==> src/hw/rtl/oal_pkg.sv <==
// Shared types and constants of the ordered array list.
package oal_pkg;

  localparam int unsigned FUNC_W     = 3;
  localparam int unsigned IDX_W      = 7;
  localparam int unsigned ITEM_W     = 32;
  localparam int unsigned STAT_W     = 3;
  localparam int unsigned OIDX_W     = 6;
  localparam int unsigned LEN_W      = 7;
  localparam int unsigned CAP_W      = 7;
  localparam int unsigned IN_TDATA_W  = 48;
  localparam int unsigned OUT_TDATA_W = 48;
  localparam logic [CAP_W-1:0] CAP_RESET = 7'd64;

  typedef enum logic [FUNC_W-1:0] {
    F_INS_HEAD = 3'd0,
    F_INS_TAIL = 3'd1,
    F_INS_IDX  = 3'd2,
    F_DEL_HEAD = 3'd3,
    F_DEL_TAIL = 3'd4,
    F_READ     = 3'd5,
    F_FIND     = 3'd6,
    F_CLEAR    = 3'd7
  } func_e;

  typedef enum logic [STAT_W-1:0] {
    STAT_OK       = 3'd0,
    STAT_FULL     = 3'd1,
    STAT_EMPTY    = 3'd2,
    STAT_RANGE    = 3'd3,
    STAT_NOTFOUND = 3'd4
  } status_e;

  typedef enum logic [2:0] {
    S_IDLE,
    S_SHIFT_UP,
    S_SHIFT_DN,
    S_READ,
    S_MOVE_LAST,
    S_SCAN,
    S_PUT,
    S_DONE
  } state_e;

  typedef struct packed {
    func_e             func;
    logic [IDX_W-1:0]  index;
    logic [ITEM_W-1:0] item;
  } cmd_t;

  typedef struct packed {
    status_e           status;
    logic [ITEM_W-1:0] item;
    logic [OIDX_W-1:0] index;
    logic [LEN_W-1:0]  length;
  } res_t;

endpackage

==> src/hw/rtl/oal_ram.sv <==
// Generic single-write, single-read RAM with registered read data.
module oal_ram #(
  parameter int unsigned WIDTH = 32,
  parameter int unsigned DEPTH = 64
) (
  input  logic                     clk_i,
  input  logic                     we_i,
  input  logic [$clog2(DEPTH)-1:0] waddr_i,
  input  logic [WIDTH-1:0]         wdata_i,
  input  logic [$clog2(DEPTH)-1:0] raddr_i,
  output logic [WIDTH-1:0]         rdata_o
);

  logic [WIDTH-1:0] mem [DEPTH];
  logic [WIDTH-1:0] rdata_q;

  always_ff @(posedge clk_i) begin
    if (we_i) begin
      mem[waddr_i] <= wdata_i;
    end
    rdata_q <= mem[raddr_i];
  end

  assign rdata_o = rdata_q;

endmodule

==> src/hw/rtl/oal_core.sv <==
// Command sequencer and shared address/compare unit of the ordered array list.
module oal_core #(
  parameter int unsigned DEPTH      = 64,
  parameter int unsigned ITEM_WIDTH = 32
) (
  input  logic                     clk_i,
  input  logic                     rst_ni,
  input  logic                     cmd_valid_i,
  output logic                     cmd_ready_o,
  input  oal_pkg::cmd_t            cmd_i,
  input  logic [oal_pkg::CAP_W-1:0] cap_i,
  output logic                     res_valid_o,
  input  logic                     res_ready_i,
  output oal_pkg::res_t            res_o,
  output logic                     ram_we_o,
  output logic [$clog2(DEPTH)-1:0] ram_waddr_o,
  output logic [ITEM_WIDTH-1:0]    ram_wdata_o,
  output logic [$clog2(DEPTH)-1:0] ram_raddr_o,
  input  logic [ITEM_WIDTH-1:0]    ram_rdata_i
);

  localparam int unsigned AW   = $clog2(DEPTH);
  localparam int unsigned CW   = $clog2(DEPTH + 1);
  localparam int unsigned CMPW = (CW > oal_pkg::IDX_W) ? CW : oal_pkg::IDX_W;

  oal_pkg::state_e  state_q, state_d;
  oal_pkg::func_e   op_q, op_d;
  oal_pkg::status_e stat_q, stat_d;
  logic [AW-1:0]    pos_q, pos_d;
  logic [AW-1:0]    rd_q, rd_d;
  logic [AW-1:0]    wa_q, wa_d;
  logic [AW-1:0]    ca_q, ca_d;
  logic [AW-1:0]    fidx_q, fidx_d;
  logic [ITEM_WIDTH-1:0] val_q, val_d;
  logic [ITEM_WIDTH-1:0] itm_q, itm_d;
  logic [CW-1:0]    count_q, count_d;
  logic             mv_q, mv_d;
  logic             cap_q, cap_d;
  logic             chk_q, chk_d;
  logic             lchk_q, lchk_d;

  logic [CW-1:0]   cnt_m1;
  logic [AW-1:0]   last_a;
  logic [AW-1:0]   ins_pos;
  logic [CMPW-1:0] cnt_w, cap_w, idx_w, lim;
  logic            full, empty;
  logic [63:0]     item_wide, itm_ext, fidx_ext, cnt_ext;

  assign cnt_m1    = count_q - CW'(1);
  assign last_a    = cnt_m1[AW-1:0];
  assign cnt_w     = CMPW'(count_q);
  assign cap_w     = CMPW'(cap_i);
  assign idx_w     = CMPW'(cmd_i.index);
  assign lim       = (cap_w == '0 || cap_w > CMPW'(DEPTH)) ? CMPW'(DEPTH) : cap_w;
  assign full      = (cnt_w >= lim);
  assign empty     = (count_q == '0);
  assign item_wide = {32'b0, cmd_i.item};

  always_comb begin
    case (cmd_i.func)
      oal_pkg::F_INS_HEAD: ins_pos = '0;
      oal_pkg::F_INS_TAIL: ins_pos = count_q[AW-1:0];
      default:             ins_pos = idx_w[AW-1:0];
    endcase
  end

  always_comb begin
    state_d = state_q;
    op_d    = op_q;
    stat_d  = stat_q;
    pos_d   = pos_q;
    rd_d    = rd_q;
    wa_d    = wa_q;
    ca_d    = ca_q;
    fidx_d  = fidx_q;
    val_d   = val_q;
    itm_d   = itm_q;
    count_d = count_q;
    mv_d    = mv_q;
    cap_d   = cap_q;
    chk_d   = chk_q;
    lchk_d  = lchk_q;

    ram_we_o    = 1'b0;
    ram_waddr_o = wa_q;
    ram_wdata_o = ram_rdata_i;
    ram_raddr_o = rd_q;
    cmd_ready_o = 1'b0;
    res_valid_o = 1'b0;

    case (state_q)
      oal_pkg::S_IDLE: begin
        cmd_ready_o = 1'b1;
        if (cmd_valid_i) begin
          op_d    = cmd_i.func;
          val_d   = item_wide[ITEM_WIDTH-1:0];
          stat_d  = oal_pkg::STAT_OK;
          itm_d   = '0;
          fidx_d  = '0;
          pos_d   = ins_pos;
          mv_d    = 1'b0;
          cap_d   = 1'b0;
          chk_d   = 1'b0;
          lchk_d  = 1'b0;
          state_d = oal_pkg::S_DONE;
          case (cmd_i.func)
            oal_pkg::F_INS_HEAD, oal_pkg::F_INS_TAIL, oal_pkg::F_INS_IDX: begin
              if (full) begin
                stat_d = oal_pkg::STAT_FULL;
              end else if (cmd_i.func == oal_pkg::F_INS_IDX && idx_w > cnt_w) begin
                stat_d = oal_pkg::STAT_RANGE;
              end else if (CMPW'(ins_pos) == cnt_w) begin
                state_d = oal_pkg::S_PUT;
              end else begin
                rd_d    = last_a;
                state_d = oal_pkg::S_SHIFT_UP;
              end
            end
            oal_pkg::F_DEL_HEAD: begin
              if (empty) begin
                stat_d = oal_pkg::STAT_EMPTY;
              end else begin
                rd_d    = '0;
                state_d = oal_pkg::S_SHIFT_DN;
              end
            end
            oal_pkg::F_DEL_TAIL: begin
              if (empty) begin
                stat_d = oal_pkg::STAT_EMPTY;
              end else begin
                rd_d    = last_a;
                state_d = oal_pkg::S_READ;
              end
            end
            oal_pkg::F_READ: begin
              if (idx_w >= cnt_w) begin
                stat_d = oal_pkg::STAT_RANGE;
              end else begin
                rd_d    = idx_w[AW-1:0];
                state_d = oal_pkg::S_READ;
              end
            end
            oal_pkg::F_FIND: begin
              if (empty) begin
                stat_d = oal_pkg::STAT_NOTFOUND;
              end else begin
                rd_d    = '0;
                state_d = oal_pkg::S_SCAN;
              end
            end
            default: begin
              count_d = '0;
            end
          endcase
        end
      end

      // Walk down from the tail: read one entry, write it one place higher as its read data returns.
      oal_pkg::S_SHIFT_UP: begin
        ram_we_o = mv_q;
        mv_d     = 1'b1;
        wa_d     = rd_q + AW'(1);
        if (rd_q == pos_q) begin
          state_d = oal_pkg::S_MOVE_LAST;
        end else begin
          rd_d = rd_q - AW'(1);
        end
      end

      // Walk up from the head; the word read at the head is the deleted item.
      oal_pkg::S_SHIFT_DN: begin
        ram_we_o = mv_q;
        if (cap_q) begin
          itm_d = ram_rdata_i;
        end
        mv_d = (rd_q != '0);
        cap_d = (rd_q == '0);
        wa_d = rd_q - AW'(1);
        if (rd_q == last_a) begin
          state_d = oal_pkg::S_MOVE_LAST;
        end else begin
          rd_d = rd_q + AW'(1);
        end
      end

      oal_pkg::S_READ: begin
        cap_d   = 1'b1;
        mv_d    = 1'b0;
        state_d = oal_pkg::S_MOVE_LAST;
      end

      // Drains the last word still in flight from the read port.
      oal_pkg::S_MOVE_LAST: begin
        ram_we_o = mv_q;
        if (cap_q) begin
          itm_d = ram_rdata_i;
        end
        mv_d  = 1'b0;
        cap_d = 1'b0;
        if (op_q == oal_pkg::F_INS_HEAD || op_q == oal_pkg::F_INS_TAIL ||
            op_q == oal_pkg::F_INS_IDX) begin
          state_d = oal_pkg::S_PUT;
        end else begin
          if (op_q == oal_pkg::F_DEL_HEAD || op_q == oal_pkg::F_DEL_TAIL) begin
            count_d = cnt_m1;
          end
          state_d = oal_pkg::S_DONE;
        end
      end

      oal_pkg::S_PUT: begin
        ram_we_o    = 1'b1;
        ram_waddr_o = pos_q;
        ram_wdata_o = val_q;
        count_d     = count_q + CW'(1);
        state_d     = oal_pkg::S_DONE;
      end

      // One read issued and one compare made each cycle; each compare checks the word returned by the previous read.
      oal_pkg::S_SCAN: begin
        chk_d  = 1'b1;
        ca_d   = rd_q;
        lchk_d = (rd_q == last_a);
        if (chk_q && ram_rdata_i == val_q) begin
          fidx_d  = ca_q;
          state_d = oal_pkg::S_DONE;
        end else if (chk_q && lchk_q) begin
          stat_d  = oal_pkg::STAT_NOTFOUND;
          state_d = oal_pkg::S_DONE;
        end else if (rd_q != last_a) begin
          rd_d = rd_q + AW'(1);
        end
      end

      oal_pkg::S_DONE: begin
        res_valid_o = 1'b1;
        if (res_ready_i) begin
          state_d = oal_pkg::S_IDLE;
        end
      end

      default: begin
        state_d = oal_pkg::S_IDLE;
      end
    endcase
  end

  always_ff @(posedge clk_i or negedge rst_ni) begin
    if (!rst_ni) begin
      state_q <= oal_pkg::S_IDLE;
      count_q <= '0;
      mv_q    <= 1'b0;
      cap_q   <= 1'b0;
      chk_q   <= 1'b0;
      lchk_q  <= 1'b0;
    end else begin
      state_q <= state_d;
      count_q <= count_d;
      mv_q    <= mv_d;
      cap_q   <= cap_d;
      chk_q   <= chk_d;
      lchk_q  <= lchk_d;
    end
  end

  always_ff @(posedge clk_i) begin
    op_q   <= op_d;
    stat_q <= stat_d;
    pos_q  <= pos_d;
    rd_q   <= rd_d;
    wa_q   <= wa_d;
    ca_q   <= ca_d;
    fidx_q <= fidx_d;
    val_q  <= val_d;
    itm_q  <= itm_d;
  end

  assign itm_ext  = 64'(itm_q);
  assign fidx_ext = 64'(fidx_q);
  assign cnt_ext  = 64'(count_q);

  assign res_o.status = stat_q;
  assign res_o.item   = itm_ext[oal_pkg::ITEM_W-1:0];
  assign res_o.index  = fidx_ext[oal_pkg::OIDX_W-1:0];
  assign res_o.length = cnt_ext[oal_pkg::LEN_W-1:0];

endmodule

==> src/hw/rtl/ordered_array_list.sv <==
// Top level of the ordered array list: stream ports, capacity register and result register.
//
//  channel   direction  payload
//  s_axis    in         command word: func, index, item
//  m_axis    out        result word: status, item_out, index_out, length_out
//  cfg       in         capacity, 7 bits
//
// Clear and commands that fail at once (full, empty, out of range) go straight to the result;
// an insert at the tail writes the item first, a read or a delete at the tail reads one entry,
// and an insert ahead of the tail, a delete from the head or a find walks the list, paced by
// the single RAM read port that the shift and scan walk one entry a cycle.
// s_axis_tready is low from the cycle after a command is taken until its result has moved
// into the output register; that register holds one finished result while the next
// command is already taken. Reset empties the list and sets the capacity to 64.
module ordered_array_list #(
  parameter int unsigned DEPTH      = 64,
  parameter int unsigned ITEM_WIDTH = 32
) (
  input  logic                               clk_i,
  input  logic                               rst_ni,
  input  logic                               s_axis_tvalid,
  output logic                               s_axis_tready,
  // [2:0] func, [9:3] index, [41:10] item, [47:42] zero
  input  logic [oal_pkg::IN_TDATA_W-1:0]     s_axis_tdata,
  output logic                               m_axis_tvalid,
  input  logic                               m_axis_tready,
  // [2:0] status, [34:3] item_out, [40:35] index_out, [47:41] length_out
  output logic [oal_pkg::OUT_TDATA_W-1:0]    m_axis_tdata,
  input  logic                               cfg_valid_i,
  output logic                               cfg_ready_o,
  input  logic [oal_pkg::CAP_W-1:0]          cfg_data_i
);

  localparam int unsigned AW = $clog2(DEPTH);

  oal_pkg::cmd_t cmd;
  oal_pkg::res_t res;
  logic          res_valid, res_ready;
  logic [oal_pkg::CAP_W-1:0] cap_q;
  logic          m_valid_q;
  oal_pkg::res_t m_data_q;

  logic                  ram_we;
  logic [AW-1:0]         ram_waddr, ram_raddr;
  logic [ITEM_WIDTH-1:0] ram_wdata, ram_rdata;

  assign cmd.func  = oal_pkg::func_e'(s_axis_tdata[2:0]);
  assign cmd.index = s_axis_tdata[9:3];
  assign cmd.item  = s_axis_tdata[41:10];

  assign cfg_ready_o = 1'b1;

  always_ff @(posedge clk_i or negedge rst_ni) begin
    if (!rst_ni) begin
      cap_q <= oal_pkg::CAP_RESET;
    end else if (cfg_valid_i) begin
      cap_q <= cfg_data_i;
    end
  end

  oal_core #(
    .DEPTH      (DEPTH),
    .ITEM_WIDTH (ITEM_WIDTH)
  ) u_core (
    .clk_i       (clk_i),
    .rst_ni      (rst_ni),
    .cmd_valid_i (s_axis_tvalid),
    .cmd_ready_o (s_axis_tready),
    .cmd_i       (cmd),
    .cap_i       (cap_q),
    .res_valid_o (res_valid),
    .res_ready_i (res_ready),
    .res_o       (res),
    .ram_we_o    (ram_we),
    .ram_waddr_o (ram_waddr),
    .ram_wdata_o (ram_wdata),
    .ram_raddr_o (ram_raddr),
    .ram_rdata_i (ram_rdata)
  );

  oal_ram #(
    .WIDTH (ITEM_WIDTH),
    .DEPTH (DEPTH)
  ) u_ram (
    .clk_i   (clk_i),
    .we_i    (ram_we),
    .waddr_i (ram_waddr),
    .wdata_i (ram_wdata),
    .raddr_i (ram_raddr),
    .rdata_o (ram_rdata)
  );

  // The output register takes a new word whenever it is empty or being emptied.
  assign res_ready = !m_valid_q || m_axis_tready;

  always_ff @(posedge clk_i or negedge rst_ni) begin
    if (!rst_ni) begin
      m_valid_q <= 1'b0;
    end else if (res_ready) begin
      m_valid_q <= res_valid;
    end
  end

  always_ff @(posedge clk_i) begin
    if (res_ready && res_valid) begin
      m_data_q <= res;
    end
  end

  assign m_axis_tvalid = m_valid_q;
  assign m_axis_tdata  = {m_data_q.length, m_data_q.index, m_data_q.item, m_data_q.status};

endmodule

==> config.mk <==
export PLATFORM = sky130hd
export DESIGN_NAME = ordered_array_list
export DESIGN_NICKNAME = d
export VERILOG_FILES = /design/src/hw/rtl/oal_pkg.sv /design/src/hw/rtl/oal_ram.sv /design/src/hw/rtl/oal_core.sv /design/src/hw/rtl/ordered_array_list.sv
export SDC_FILE = /design/constraint.sdc
export NUM_CORES = 2
export LEC_CHECK = 0
export BUFFER_PORTS_ARGS = -buffer_cell sky130_fd_sc_hd__clkbuf_2
export CAP_MARGIN = 10
export CORE_UTILIZATION = 55
export CTS_CLUSTER_SIZE = 12
export DETAILED_ROUTE_END_ITERATION = 16
export PLACE_DENSITY = 0.73
export SLEW_MARGIN = 20
export SYNTH_ARGS = -nofsm -noshare
export SYNTH_HDL_FRONTEND = slang
export SYNTH_HIERARCHICAL = 1
export SYNTH_SLANG_ARGS = --single-unit
==> constraint.sdc <==
create_clock -name clk_i -period 8.1 [get_ports clk_i]
set_clock_uncertainty 0.15 [all_clocks]
set_input_delay 1.62 -clock clk_i [delete_from_list [all_inputs] [get_ports clk_i]]
set_output_delay 1.62 -clock clk_i [all_outputs]
set_load 0.02 [all_outputs]
==> results by group <==
Layout
  • Post-route non-filler standard cell count: 6610
  • Fraction of layout instances using a drive strength above 1: 23.5%
  • Area growth from synthesis to final layout: 10.9%
  • Nets@finish: around 4500
  • Utilization after layout: roughly three fifths

Critical path
  • Cells traversed along the worst timing path: inv_1, nor2_2, nand2_2, buf_4, mux2_2, nand3b_1, nor2_4, buf_4
  • Number of buffers and inverters on the critical path: 3
  • Slowest cell on crit path: sky130_fd_sc_hd__nor2_4
  • Top fanout value on the critical path: 44
  • Setup crit end kind: register
  • Category of the critical setup timing path: register to register
  • Biggest cell delay along the critical path: between 0.8 and 0.9 ns
  • Most prevalent standard cell on the critical path: sky130_fd_sc_hd__buf_4
  • Sort of element at the start of the critical path: register
  • CP arrival: 5.46 ns
  • Launch point of the worst path: u_core/state_q[1]
  • Family with the most delay on the worst path: simple AND/OR/NAND/NOR gates
  • FF-to-FF Start: u_core/state_q[1]
  • Required arrival time at the worst endpoint: 8.44 ns

Global route
  • Total GRT Usage: 25.4%
  • Wire length of the first global-routing pass: slightly below 300000 um
  • Pin count of the biggest net entering global routing: 113
  • Number of global-route vias before repair: between 40000 and 50000
  • Total global routing overflow: 0
  • Antenna violations before repair: 7

Place
  • Weighted congestion at the end of routability-driven global placement: 0.883
  • Detail Placement HPWL: 115000 um
  • Inst Count DP: 6250
  • Number of port buffers: between 100 and 150

Power
  • Largest voltage drop on the vdd net: a little under 400 uV
  • Part of the total power dissipated in sequential elements: 43.7%
  • Sw frac: 33.5%
  • Int Power: 24.9 mW
  • Leakage power summed over all cells: about 30 nW
  • Switching component of the power: 12.6 mW
  • Power per standard cell area: 386 nW/um^2
  • Clk pwr share: between 20 and 25%
  • Relative contribution of combinational cells to total power: 32.0%
  • Tot Pwr: 37.5 mW

Clock tree
  • Cells resized by post-CTS repair: 0
  • Number of buffers created by CTS: 216
  • Worst-Skew Late Latency: 0.84 ns
  • Level count of the clock H-tree: 4
  • Clock Sink Count: 2250
  • Total of hold buffers inserted after clock tree synthesis: 0
  • Post-CTS setup repair buffer count: 0
  • TritonCTS clock tree: yes
  • Clk root buf: sky130_fd_sc_hd__clkbuf_16
  • Buffer depth of the longest clock path: 3
  • Post-CTS clock slew at the launch and capture registers of the worst setup and hold paths: roughly 0.060 ns

Drt
  • Detailed-routed wire length on met3: 22300 um
  • Sum of routed wire segments on met1: 78300 um
  • Highest metal layer with signal wires: met5
  • Routed Antenna Nets: 0
  • Final routed DRC violation total: 2
  • First-pass iteration count of the detailed router: 12
  • WL/cell: 30.9 um
  • Detailed-routed wire length on met2: about 100000 um
  • Drt via density: 6.57
  • Number of DRC markers after the initial detailed-route iteration: 5560
  • Vias after detailed routing: between 40000 and 50000
  • Post-Route WL: 204000 um

Synth
  • Seq/Total Area, Yosys: 76.7%
  • Number of distinct library cells after synthesis: 77
  • Post-Syn Nets: 4266
  • Post-synth top flop: sky130_fd_sc_hd__edfxtp_1
  • Post-synth design cell area: roughly 88000 sq um
  • Number of warnings issued by yosys: 6
  • Syn Area/Cell: 20.9 sq um
  • Number of synthesized register bits: ~2300
  • Share of flip-flops with an asynchronous set or reset after synthesis: 0.978%
  • Number of enable-type register cells in the synthesized netlist: ~2200
  • Number of cells produced by synthesis: 4187

Worst hold path
  • Worst min-delay path startpoint: u_core/itm_q[26]
  • Min-Delay Path Class: register to register

Timing
  • Worst Hold Slack: roughly 0.24 ns
  • Setup violations, final: 0
  • Relative slew margins: 23.0%
  • TNS Setup: 0 ns
  • Fin. Hold Viols: 0
  • Transition at the pin with the smallest max-transition slack: 1.15 ns
  • Final critical-path required period: 5.13 ns
  • Unrepaired setup endpoints after global routing: no
  • Fin. max-slew vios: 0
  • Maximum achievable frequency: 195 MHz
  • Post-route fraction of the period consumed by the critical path: 63.3%

Run
  • Number of max-cap violations: 0

Floorplanning
  • Chip Width: 401 um
  • Initial core utilization: between 50% and 60%
  • Total core area: 158000 sq um
  • Floorplan die height: 401 um
  • Number of standard-cell rows in the floorplan: about 150
  • Area of the die: between 150000 and 200000 sq um
  • Top-level I/O count: 111

Outcome
  • Failing checks: DRC
  • Status: complete, but fails checks
[Yosys cell counts, types with 17 or more instances]
cell type,count,area share [%]
sky130_fd_sc_hd__a22oi_1,128,1.1
sky130_fd_sc_hd__o21ai_0,68,0.39
sky130_fd_sc_hd__o22ai_1,48,0.34
sky130_fd_sc_hd__a31oi_1,25,0.18
sky130_fd_sc_hd__inv_1,18,0.077
sky130_fd_sc_hd__nand2b_1,20,0.14
sky130_fd_sc_hd__buf_6,32,0.41
sky130_fd_sc_hd__nor2b_1,52,0.37
sky130_fd_sc_hd__xnor2_1,19,0.19
sky130_fd_sc_hd__buf_2,70,0.40
sky130_fd_sc_hd__nor2_1,127,0.54
sky130_fd_sc_hd__buf_4,32,0.27
sky130_fd_sc_hd__nand3_1,67,0.38
sky130_fd_sc_hd__o221ai_1,21,0.21
sky130_fd_sc_hd__and3_1,17,0.12
sky130_fd_sc_hd__nand2_1,71,0.30
sky130_fd_sc_hd__mux2i_1,193,2.2
sky130_fd_sc_hd__ha_1,19,0.27
sky130_fd_sc_hd__dfrtp_1,21,0.60
sky130_fd_sc_hd__a21oi_1,54,0.31
sky130_fd_sc_hd__edfxtp_1,2196,75
sky130_fd_sc_hd__a211oi_1,26,0.22
sky130_fd_sc_hd__xor2_1,41,0.41
sky130_fd_sc_hd__mux2_2,39,0.50
sky130_fd_sc_hd__dfxtp_1,32,0.73
sky130_fd_sc_hd__clkbuf_1,84,0.36
sky130_fd_sc_hd__mux4_2,446,11
[worst paths after layout]
path	to	slack [ns]	depth (start not counted)
worst max-delay path	u_ram/mem[30][29]	2.97	8
worst min-delay path	m_axis_tdata[29]	0.24	0
worst max register to register	u_ram/mem[30][29]	2.97	8
worst min register to register	m_axis_tdata[29]	0.24	0
max in group asynchronous	cap_q[0]	6.72	1
min in group asynchronous	u_core/lchk_q	0.65	1
[registers in the layout, summed over array words and instances, names as in the netlist]
| name | count |
|---|---|
| m_axis_tvalid | 1 |
| u_core/stat_q | 3 |
| u_ram/mem | 2048 |
| u_core/chk_q | 1 |
| u_core/ca_q | 6 |
| m_axis_tdata | 48 |
| u_core/lchk_q | 1 |
| u_core/state_q | 3 |
| u_core/mv_q | 1 |
| u_core/wa_q | 6 |
| u_core/cnt_w | 7 |
| u_core/cap_q | 1 |
| u_ram/rdata_o | 32 |
| cap_q | 7 |
| u_core/ram_raddr_o | 6 |
| u_core/op_q | 3 |
| u_core/fidx_q | 6 |
| u_core/val_q | 32 |
| u_core/itm_q | 32 |
| u_core/pos_q | 6 |
[power by group through the flow]
stage	Clock, mW	Sequential, mW	Combinational (mW)
after global routing	9.69	16.4	12.7
after global placement	0	16.6	11.5
after detailed placement	0	16.6	11.8
final	9.14	16.4	12.0
after CTS	9.26	16.4	11.8
after floorplan	0	16.3	7.91
[stage by stage]
stage / instance area [sq um] / setup WS (ns)
floorplan: 87500 / 3.56
global placement: 90800 / 3.22
detailed placement: 90800 / 3.17
CTS: 97000 / 3.10
global route: 97100 / 2.83
finish: 97100 / 2.97
[cells in the final DEF (no fill, tap or decap), types with 48 or more instances in the layout]
master,Yosys,routed
sky130_fd_sc_hd__a21oi_1,54,54
sky130_fd_sc_hd__a22oi_1,128,128
sky130_fd_sc_hd__buf_4,32,120
sky130_fd_sc_hd__clkbuf_1,84,91
sky130_fd_sc_hd__clkbuf_16,0,219
sky130_fd_sc_hd__clkbuf_2,2,103
sky130_fd_sc_hd__edfxtp_1,2196,2196
sky130_fd_sc_hd__mux2i_1,193,193
sky130_fd_sc_hd__mux4_2,446,446
sky130_fd_sc_hd__nand2_1,71,70
sky130_fd_sc_hd__nand3_1,67,67
sky130_fd_sc_hd__nor2_1,127,59
sky130_fd_sc_hd__nor2_4,0,66
sky130_fd_sc_hd__nor2b_1,52,49
sky130_fd_sc_hd__o21ai_0,68,66
sky130_fd_sc_hd__o22ai_1,48,48
[routing by layer]
layer	vias to the layer above	global-route usage, %
met2	2533	40.3
met4	6	7.41
met1	22711	36.0
li1	17843	-
met5	-	0
met3	341	5.48
[cell families after synthesis]
logic type | after synthesis | synth area share [%]
AO/OA/AOI/OAI | 474 | 3.78
XOR/XNOR | 63 | 0.656
multiplexers | 685 | 14.3
buffers and inverters | 259 | 1.75
other | 1 | 0.00428
flip-flops | 2250 | 76.7
AND/OR/NAND/NOR | 436 | 2.52
adder cells (fa/ha/maj) | 19 | 0.272
[final cells by class]
type / count / area, sq um
fillers: 10698 / 61100
flip-flops and latches: 2250 / 67100
repair buffers: 231 / 1580
multi-input cells: 1678 / 19400
diodes: 1 / 2.50
clock buffers: 317 / 5920
well taps: 2072 / 2590
inverters: 19 / 71.3
clock inverters: 42 / 353
Power figures use the tool's default switching activity.
